===== src/hw/rtl/tdq_pkg.sv =====
`default_nettype none
package tdq_pkg;

   localparam int TimerSlotsDefault = 32;
   localparam int IdBitsDefault     = 16;
   localparam int ResultCap         = 32;
   localparam int TimeBits          = 48;
   localparam int PeriodBits        = 32;
   localparam logic [TimeBits-1:0] TimeMax = '1;

   typedef enum logic [1:0] {
      REQ_ADD  = 2'd0,
      REQ_DEL  = 2'd1,
      REQ_TICK = 2'd2,
      REQ_NONE = 2'd3
   } req_code_type;

   typedef struct packed {
      logic [1:0]  req_type;
      logic [15:0] timer_id;
      logic [47:0] deadline;
      logic [31:0] repeat_period;
      logic [47:0] current_time;
   } req_type;

   typedef struct packed {
      logic        fired_valid;
      logic [15:0] fired_id;
      logic        rearmed;
      logic        table_full;
      logic        queue_empty;
      logic [47:0] next_deadline;
      logic        last;
   } rsp_type;

   // Control state of the sequencer.
   typedef enum logic [2:0] {
      ST_IDLE,
      ST_SCAN,
      ST_APPLY,
      ST_EMIT,
      ST_DONE
   } state_type;

   // Result of one sweep over the table.
   typedef struct packed {
      logic        hit;
      logic        free_found;
      logic        due_found;
      logic        any_valid;
      logic [47:0] min_deadline;
   } scan_sum_type;

endpackage
`default_nettype wire


===== src/hw/rtl/tdq_store.sv =====
`default_nettype none
module tdq_store
   import tdq_pkg::*;
#(
   parameter int TIMER_SLOTS = TimerSlotsDefault,
   parameter int ID_BITS     = IdBitsDefault,
   localparam int AW = (TIMER_SLOTS > 1) ? $clog2(TIMER_SLOTS) : 1
) (
   input  wire logic               clock,
   input  wire logic               reset,
   input  wire logic [AW-1:0]      rd_addr,
   output logic                    rd_valid,
   output logic [ID_BITS-1:0]      rd_id,
   output logic [TimeBits-1:0]     rd_deadline,
   output logic [PeriodBits-1:0]   rd_period,
   input  wire logic               wr_en,
   input  wire logic [AW-1:0]      wr_addr,
   input  wire logic               wr_valid,
   input  wire logic [ID_BITS-1:0] wr_id,
   input  wire logic [TimeBits-1:0]   wr_deadline,
   input  wire logic [PeriodBits-1:0] wr_period
);

   // Payload memory, registered read.
   logic [ID_BITS+TimeBits+PeriodBits-1:0] mem [TIMER_SLOTS];
   logic [TIMER_SLOTS-1:0] valid_ff;
   logic [ID_BITS+TimeBits+PeriodBits-1:0] rd_word_ff;
   logic rd_valid_ff;

   always_ff @(posedge clock) begin
      if (wr_en) begin
         mem[wr_addr] <= {wr_id, wr_deadline, wr_period};
      end
      rd_word_ff <= mem[rd_addr];
   end

   // Valid bits in flip-flops so that reset empties the table at once.
   always_ff @(posedge clock) begin
      if (reset) begin
         valid_ff    <= '0;
         rd_valid_ff <= 1'b0;
      end else begin
         if (wr_en) begin
            valid_ff[wr_addr] <= wr_valid;
         end
         rd_valid_ff <= valid_ff[rd_addr];
      end
   end

   assign rd_valid    = rd_valid_ff;
   assign rd_id       = rd_word_ff[ID_BITS+TimeBits+PeriodBits-1 -: ID_BITS];
   assign rd_deadline = rd_word_ff[TimeBits+PeriodBits-1 -: TimeBits];
   assign rd_period   = rd_word_ff[PeriodBits-1:0];

endmodule
`default_nettype wire


===== src/hw/rtl/timer_deadline_queue_top.sv =====
`default_nettype none
// Channel    Ports                          Direction  Handshake
// request    req_payload, start, busy       in         start && !busy
// response   rsp_payload, rsp_strobe        out        strobe, one cycle
//
// Every request sweeps the entry memory through its one read port, one entry a
// cycle; each sweep ends in an update state. An add or delete sweeps, writes, then
// sweeps again for the new minimum. A tick sweeps once per fired timer and once
// more, then gives one response a cycle; an unused request type sweeps once.
// After reset the table is empty at once. Responses cannot be held off; busy stays
// high until the last one.
module timer_deadline_queue_top
   import tdq_pkg::*;
#(
   parameter int TIMER_SLOTS = TimerSlotsDefault,
   parameter int ID_BITS     = IdBitsDefault
) (
   input  wire logic    clock,
   input  wire logic    reset,
   input  wire logic    start,
   output logic         busy,
   input  wire req_type req_payload,
   output logic         rsp_strobe,
   output rsp_type      rsp_payload
);

   localparam int AW = (TIMER_SLOTS > 1) ? $clog2(TIMER_SLOTS) : 1;
   localparam int CW = $clog2(TIMER_SLOTS + 2);
   localparam int NW = $clog2(ResultCap + 1);
   localparam int LW = $clog2(ResultCap);

   state_type state_ff, state_in;
   req_type   req_ff;
   logic [CW-1:0] cnt_ff, cnt_in;
   logic [NW-1:0] emit_ff, emit_in;
   logic [TIMER_SLOTS-1:0] done_ff;
   logic [NW-1:0] fired_ff;
   scan_sum_type sum_ff;
   logic [AW-1:0] hit_ff, free_ff, best_ff;
   logic [ID_BITS-1:0] best_id_ff;
   logic [TimeBits-1:0] best_dl_ff;
   logic [PeriodBits-1:0] best_per_ff;
   logic final_ff;
   logic full_ff;

   logic [AW-1:0] rd_addr, rd_slot;
   logic rd_valid;
   logic [ID_BITS-1:0] rd_id;
   logic [TimeBits-1:0] rd_deadline;
   logic [PeriodBits-1:0] rd_period;
   logic wr_en, wr_valid;
   logic [AW-1:0] wr_addr;
   logic [ID_BITS-1:0] wr_id;
   logic [TimeBits-1:0] wr_deadline;
   logic [PeriodBits-1:0] wr_period;

   logic [ID_BITS-1:0] req_id;
   logic rd_live, rd_due, better;
   logic [TimeBits:0] rearm_sum;
   logic [TimeBits-1:0] rearm_dl;
   logic is_edit, fire_now;

   // Log of fired timers, replayed once the table has settled.
   logic [ID_BITS:0] log_mem [ResultCap];
   logic [ID_BITS:0] log_rd_ff;

   assign req_id  = ID_BITS'(req_ff.timer_id);
   assign rd_addr = cnt_ff[AW-1:0];
   assign rd_live = (state_ff == ST_SCAN) && (cnt_ff >= CW'(1))
                    && (cnt_ff <= CW'(TIMER_SLOTS));
   assign rd_slot = AW'(cnt_ff - CW'(1));
   assign rd_due  = rd_valid && !done_ff[rd_slot]
                    && (rd_deadline <= req_ff.current_time);
   assign better  = !sum_ff.due_found || (rd_deadline < best_dl_ff)
                    || ((rd_deadline == best_dl_ff) && (rd_id < best_id_ff));
   assign rearm_sum = {1'b0, req_ff.current_time} + {{(TimeBits-PeriodBits+1){1'b0}},
                                                      best_per_ff};
   assign rearm_dl  = rearm_sum[TimeBits] ? TimeMax : rearm_sum[TimeBits-1:0];
   assign is_edit   = (req_ff.req_type == REQ_ADD) || (req_ff.req_type == REQ_DEL);
   assign fire_now  = (state_ff == ST_APPLY) && (req_ff.req_type == REQ_TICK)
                      && sum_ff.due_found;

   tdq_store #(.TIMER_SLOTS(TIMER_SLOTS), .ID_BITS(ID_BITS)) u_store (
      .clock, .reset, .rd_addr, .rd_valid, .rd_id, .rd_deadline, .rd_period,
      .wr_en, .wr_addr, .wr_valid, .wr_id, .wr_deadline, .wr_period
   );

   // Next state.
   always_comb begin
      state_in = state_ff;
      cnt_in   = cnt_ff;
      emit_in  = emit_ff;
      case (state_ff)
         ST_IDLE: begin
            cnt_in = '0;
            if (start) begin
               state_in = ST_SCAN;
            end
         end
         ST_SCAN: begin
            cnt_in = cnt_ff + CW'(1);
            if (cnt_ff == CW'(TIMER_SLOTS)) begin
               state_in = ST_APPLY;
            end
         end
         ST_APPLY: begin
            cnt_in  = '0;
            emit_in = '0;
            // A firing or an edit is followed by a fresh sweep of the updated table.
            if (fire_now || (is_edit && !final_ff)) begin
               state_in = ST_SCAN;
            end else if (fired_ff != '0) begin
               state_in = ST_EMIT;
            end else begin
               state_in = ST_DONE;
            end
         end
         ST_EMIT: begin
            emit_in = emit_ff + NW'(1);
            if (emit_ff == fired_ff) begin
               state_in = ST_IDLE;
            end
         end
         ST_DONE: begin
            state_in = ST_IDLE;
         end
         default: begin
            state_in = ST_IDLE;
         end
      endcase
   end

   // Memory write.
   always_comb begin
      wr_en       = 1'b0;
      wr_addr     = best_ff;
      wr_valid    = 1'b0;
      wr_id       = req_id;
      wr_deadline = req_ff.deadline;
      wr_period   = req_ff.repeat_period;
      if (state_ff == ST_APPLY) begin
         case (req_ff.req_type)
            REQ_ADD: begin
               wr_en    = !final_ff && (sum_ff.hit || sum_ff.free_found);
               wr_addr  = sum_ff.hit ? hit_ff : free_ff;
               wr_valid = 1'b1;
            end
            REQ_DEL: begin
               wr_en    = !final_ff && sum_ff.hit;
               wr_addr  = hit_ff;
               wr_valid = 1'b0;
            end
            REQ_TICK: begin
               wr_en       = sum_ff.due_found;
               wr_addr     = best_ff;
               wr_valid    = best_per_ff != '0;
               wr_id       = best_id_ff;
               wr_deadline = rearm_dl;
               wr_period   = best_per_ff;
            end
            default: begin
               wr_en = 1'b0;
            end
         endcase
      end
   end

   // Sequencer registers.
   always_ff @(posedge clock) begin
      if (reset) begin
         state_ff <= ST_IDLE;
         cnt_ff   <= '0;
         emit_ff  <= '0;
         fired_ff <= '0;
         done_ff  <= '0;
         final_ff <= 1'b0;
         full_ff  <= 1'b0;
         sum_ff   <= '0;
      end else begin
         state_ff <= state_in;
         cnt_ff   <= cnt_in;
         emit_ff  <= emit_in;
         if (state_ff == ST_IDLE && start) begin
            fired_ff <= '0;
            done_ff  <= '0;
            final_ff <= 1'b0;
            full_ff  <= 1'b0;
         end
         if (state_ff == ST_SCAN && cnt_ff == '0) begin
            sum_ff <= '0;
         end else if (rd_live) begin
            if (rd_valid) begin
               sum_ff.any_valid <= 1'b1;
               if (!sum_ff.any_valid || rd_deadline < sum_ff.min_deadline) begin
                  sum_ff.min_deadline <= rd_deadline;
               end
               if (rd_id == req_id) begin
                  sum_ff.hit <= 1'b1;
                  hit_ff     <= rd_slot;
               end
            end else if (!sum_ff.free_found) begin
               sum_ff.free_found <= 1'b1;
               free_ff           <= rd_slot;
            end
            if (rd_due && better && fired_ff < NW'(ResultCap)) begin
               sum_ff.due_found <= 1'b1;
               best_ff     <= rd_slot;
               best_id_ff  <= rd_id;
               best_dl_ff  <= rd_deadline;
               best_per_ff <= rd_period;
            end
         end
         if (state_ff == ST_APPLY) begin
            if (is_edit) begin
               final_ff <= 1'b1;
            end
            if (req_ff.req_type == REQ_ADD && !final_ff) begin
               full_ff <= !sum_ff.hit && !sum_ff.free_found;
            end
            if (fire_now) begin
               done_ff[best_ff] <= 1'b1;
               fired_ff         <= fired_ff + NW'(1);
            end
         end
      end
   end

   always_ff @(posedge clock) begin
      if (state_ff == ST_IDLE && start) begin
         req_ff <= req_payload;
      end
   end

   // Each firing is logged with its re-arm flag; the log is read one entry ahead.
   always_ff @(posedge clock) begin
      if (fire_now) begin
         log_mem[fired_ff[LW-1:0]] <= {best_id_ff, best_per_ff != '0};
      end
      log_rd_ff <= log_mem[emit_ff[LW-1:0]];
   end

   // Responses carry the minimum and empty flag of the final sweep.
   always_comb begin
      rsp_strobe  = 1'b0;
      rsp_payload = '0;
      rsp_payload.queue_empty   = !sum_ff.any_valid;
      rsp_payload.next_deadline = sum_ff.any_valid ? sum_ff.min_deadline : '0;
      case (state_ff)
         ST_EMIT: begin
            if (emit_ff != '0) begin
               rsp_strobe              = 1'b1;
               rsp_payload.fired_valid = 1'b1;
               rsp_payload.fired_id    = 16'(log_rd_ff[ID_BITS:1]);
               rsp_payload.rearmed     = log_rd_ff[0];
               rsp_payload.last        = emit_ff == fired_ff;
            end
         end
         ST_DONE: begin
            rsp_strobe             = 1'b1;
            rsp_payload.last       = 1'b1;
            rsp_payload.table_full = full_ff;
         end
         default: begin
            rsp_strobe = 1'b0;
         end
      endcase
   end

   assign busy = state_ff != ST_IDLE;

   assert property (@(posedge clock) disable iff (reset)
      rsp_strobe |-> busy)
      else $error("response outside a transaction");
   assert property (@(posedge clock) disable iff (reset)
      (state_ff == ST_DONE) |=> !busy)
      else $error("transaction did not close");
   assert property (@(posedge clock) disable iff (reset)
      fired_ff <= NW'(ResultCap))
      else $error("fired count beyond cap");

endmodule
`default_nettype wire


===== config.mk =====
export PLATFORM = sky130hd
export DESIGN_NAME = timer_deadline_queue_top
export DESIGN_NICKNAME = d
export VERILOG_FILES = /design/src/hw/rtl/tdq_pkg.sv /design/src/hw/rtl/tdq_store.sv /design/src/hw/rtl/timer_deadline_queue_top.sv
export SDC_FILE = /design/constraint.sdc
export NUM_CORES = 2
export LEC_CHECK = 0
export BUFFER_PORTS_ARGS = -buffer_cell sky130_fd_sc_hd__buf_4
export CAP_MARGIN = 30
export CORE_ASPECT_RATIO = 0.6
export CORE_MARGIN = 2
export CORE_UTILIZATION = 50
export CTS_BUF_LIST = sky130_fd_sc_hd__clkbuf_16
export DETAILED_ROUTE_END_ITERATION = 8
export PLACE_DENSITY = 0.66
export SLEW_MARGIN = 25
export SYNTH_ARGS = -nofsm -noshare
export SYNTH_HDL_FRONTEND = slang
export SYNTH_SLANG_ARGS = --single-unit
export TNS_END_PERCENT = 5

===== constraint.sdc =====
create_clock -name clock -period 16.5 [get_ports clock]
set_input_delay 0.825 -clock clock [delete_from_list [all_inputs] [get_ports clock]]
set_output_delay 0.825 -clock clock [all_outputs]
set_load 0.02 [all_outputs]

==> run_results.csv <==
group,metric,value,unit
status,status,"complete, no violations",
global_route,grt.overflow.total,0,
route,vias_per_cell,6.411,
cells_and_area,area_growth,13.51,%
cells_and_area,regArea,0.1214,mm^2
synth,yosys-top-cells-area,"edfxtp_1 72%, mux4_2 16%, dfxtp_1 3.1%, ha_1 1.6%, mux2_2 0.80%",
synth,syn_nets,7887,
cts,htree_levels,5,
power_and_ir_drop,fin_total_pwr,21.26,mW
cells_and_area,fin_cells,12681,
cts,cts_resized,0,
sta,slew_headroom,0.1083,
sta,worst_slack,10.28,ns
synth,syn_inst,7537,
floorplan,core_area,0.3205,mm^2
sta,tns,0,ns
synth,synth_compound_area_frac,0.02167,
min_path,min_path_type,"input port to flip-flop",
route,vias,81296,
critical_path,crit_path_frequent_cell,"buf_4",
synth,synth_area,0.1610,mm^2
route,drc,0,
critical_path,crit_arrival,7.03,ns
synth,yosysTopAreaCell,"edfxtp_1",
floorplan,dieArea,0.3267,mm^2
critical_path,required,17.31,ns
route,ant_nets,0,
cells_and_area,stdcell_area,0.1827,mm^2
sta,finalHoldViolCount,0,
global_route,grt_pass1_vias,79300,
placed_design,pre_cts_ws,9.845,ns
cells_and_area,most-common-layout-cells,"3873 x edfxtp_1, 1150 x mux4_2, 394 x buf_4",
sta,drv_slew,0,
job,maxCapViolCount,0,
global_route,grt_util_all_layers,0.2614,
power_and_ir_drop,power_frac_clock,0.409,
critical_path,crit_fanout,42,
power_and_ir_drop,pwr-share-seq,0.546,
synth,synth_top_family_by_area,"multiplexers",
critical_path,cp_top_family,"buffers and inverters",
sta,setup_viol,0,
critical_path,crit_chain,"buf_16 > buf_4 > buf_4 > buf_4 > buf_4 > buf_4 > mux4_2 > mux4_2 > mux2_2",
sta,timing.final.crit_share,0.3770,
cts,cts_made_buffers,372,
placed_design,gp_congestion,0.8948,
sta,grt_setup_unrepaired,"no",
route,drt_iter0_drc,12077,
cells_and_area,final_nets,8393,
synth,ys_warn_count,0,
power_and_ir_drop,power.leakage,57.08,nW
global_route,grt_max_degree,153,
power_and_ir_drop,intPower,16.78,mW
cells_and_area,fillers,23028,
synth,synthDistinctLibCells,76,
critical_path,cp-end-kind,"flip-flop",
sta,fmax,0.1608,GHz
synth,yosysSeqAreaShare,0.7539,
power_and_ir_drop,p_switching,4.481,mW
cts,cts_tree,"built",
synth,synth_mux_area_frac,0.1697,
floorplan,start_util,0.5023,
critical_path,cp-start-kind,"flip-flop",
cells_and_area,multi_input_area,0.03824,mm^2
power_and_ir_drop,power_density,116.3,mW/mm^2
cts,cts_buffer_depth,4,
synth,syn_area_per_cell,21.36,um^2
placed_design,portBuffers,219,
cells_and_area,drive_gt1_frac,0.2955,
critical_path,worstSetupPathType,"flip-flop to flip-flop",
power_and_ir_drop,pwr-share-comb,0.044,
cts,cts_root_buf,"clkbuf_16",
global_route,antenna_found_initial,11,
critical_path,critPathMaxStageDelay,0.80,ns
floorplan,io_pins,220,
power_and_ir_drop,ir_worst_vdd,0.00009052,V
placed_design,dpl_cell_area,0.1697,mm^2
cts,cts_sinks,4126,
placed_design,dp_cells,11933,
cells_and_area,layout_commonest_cell,"edfxtp_1",
synth,synth-main-ff-cell,"edfxtp_1",
global_route,grt_pass1_wl,604.0,mm
synth,yosys.area_share.xor_xnor,0.003645,
route,drt-total-wl,430.6,mm
synth,yosys.area_share.simple,0.02177,
route,wl_per_cell,33.96,um
sta,worst_pin_slew,1.338,ns
critical_path,path_buf_inv,6,
synth,yosysTopAreaCellShare,0.7224,
cts,clkSlewWorstSetupHoldPaths,0.07,ns
sta,skew,0.07781,ns
floorplan,die_w,736.6,um
floorplan,die_height,443.5,um
floorplan,rows,161,
power_and_ir_drop,swShare,0.2108,
route,dr.pass1.iters,6,
synth,ys_ff_latch,4126,
synth,synthAdderAreaFrac,0.01567,
synth,async_reset_ff_frac,0,
sta,fin_crit,6.220,ns
placed_design,dpl.hpwl,237.9,mm
critical_path,critPathSlowestCell,"buf_4",
synth,synth_enable_flop_cells,3873,
cts,worstSkewPairLatency,0.93,ns
## registers in the layout, summed over array words and instances (netlist names), 6 cells and up
register	cells
fired_ff	6
req_ff	130
cnt_ff	6
best_per_ff	32
sum_ff	52
log_mem	544
u_store.valid_ff	32
best_dl_ff	48
emit_ff	6
u_store.rd_word_ff	96
req_id	16
done_ff	32
best_id_ff	16
u_store.mem	3072
log_rd_ff	17
## area by class of cell
class                   instances  area share
diodes                          4  0.00005477
clock buffers                 383     0.05245
clock inverters               306     0.01391
inverters                     183    0.003800
multi-input cells            2858      0.2092
flip-flops and latches       4126      0.6643
well taps                    4319     0.02957
repair buffers                502     0.02671
## synthesized netlist by cell type (all sizes together), types with 4 or more instances
cell / number
nand2b: 10
clkbuf: 242
nor2b: 13
nand2: 215
a2111oi: 4
or3: 7
a32oi: 5
a21o: 71
nand4: 44
a211oi: 9
xor2: 37
a221oi: 4
nand3b: 7
o21ai: 142
and2: 25
a22oi: 30
o21bai: 5
buf: 128
a31oi: 28
mux2: 115
and3: 10
nor4: 24
xnor2: 30
nor2: 268
o2111ai: 4
mux2i: 13
a21oi: 200
o211ai: 11
edfxtp: 3873
nor3b: 4
dfxtp: 253
mux4: 1150
nor3: 28
nand3: 84
inv: 183
ha: 200
o21a: 16
or2: 10
## path summary, 6_finish.rpt
kind,startpoint,end,slack [ns],cells past startpoint
setup / recovery,cnt_ff[0],u_store.rd_word_ff[7],10.28,9
hold / removal,req_payload[108],req_ff[108],0.06,1
setup reg to reg,cnt_ff[0],u_store.rd_word_ff[7],10.28,9
hold reg to reg,u_store.rd_word_ff[28],best_per_ff[28],0.41,0
## worst register-to-register path, stage by stage, from the launching register on
cell     delay (ns)
dfxtp_4        0.60
buf_16         0.29
buf_4          0.75
buf_4          0.81
buf_4          0.77
buf_4          0.68
buf_4          0.75
mux4_2         0.60
mux4_2         0.55
mux2_2         0.30
## stage by stage
step	hold WS [ns]	utilization
2_1_floorplan	0.3855	-
5_1_grt	0.01427	0.5702
6_report	0.06215	0.5702
3_3_place_gp	0.3895	0.5269
3_5_place_dp	0.3895	0.5295
4_1_cts	0.0001378	0.5676
## per-layer routing
layer / vias up / routed length (um) / GRT usage
met5: - / 7 / 0
met4: 2 / 13190 / 0.07319
met3: 589 / 43150 / 0.04497
met2: 4611 / 194200 / 0.3865
met1: 43791 / 180100 / 0.4057
li1: 32303 / - / -
## power by group through the flow
stage / clock [mW] / combinational, mW / sequential (mW)
global route: 9.21 / 1.01 / 11.6
CTS: 8.80 / 0.926 / 11.6
global placement: 0 / 0.873 / 11.8
floorplan: 0 / 0.604 / 11.8
finish: 8.70 / 0.944 / 11.6
detailed placement: 0 / 0.921 / 11.8
## what timing repair did
item / in CTS / in global routing
endpoints found under the hold margin: 9 / 0
hold buffers: 9 / 0
endpoints found under the setup margin: 0 / 0
buffers inserted: 0 / 0
## cell families (layout without fill, tap and decap cells)
family | after synthesis | count (layout)
DFF | 4126 | 4126
muxes | 1278 | 1278
and+or+nand+nor | 760 | 760
buffers and inverters | 553 | 1374
AOI/OAI and AO/OA | 552 | 552
adders and majority gates | 201 | 201
xor gates and xnor gates | 67 | 67
other | 0 | 4
Note: power is estimated with default switching activity, not from simulation.
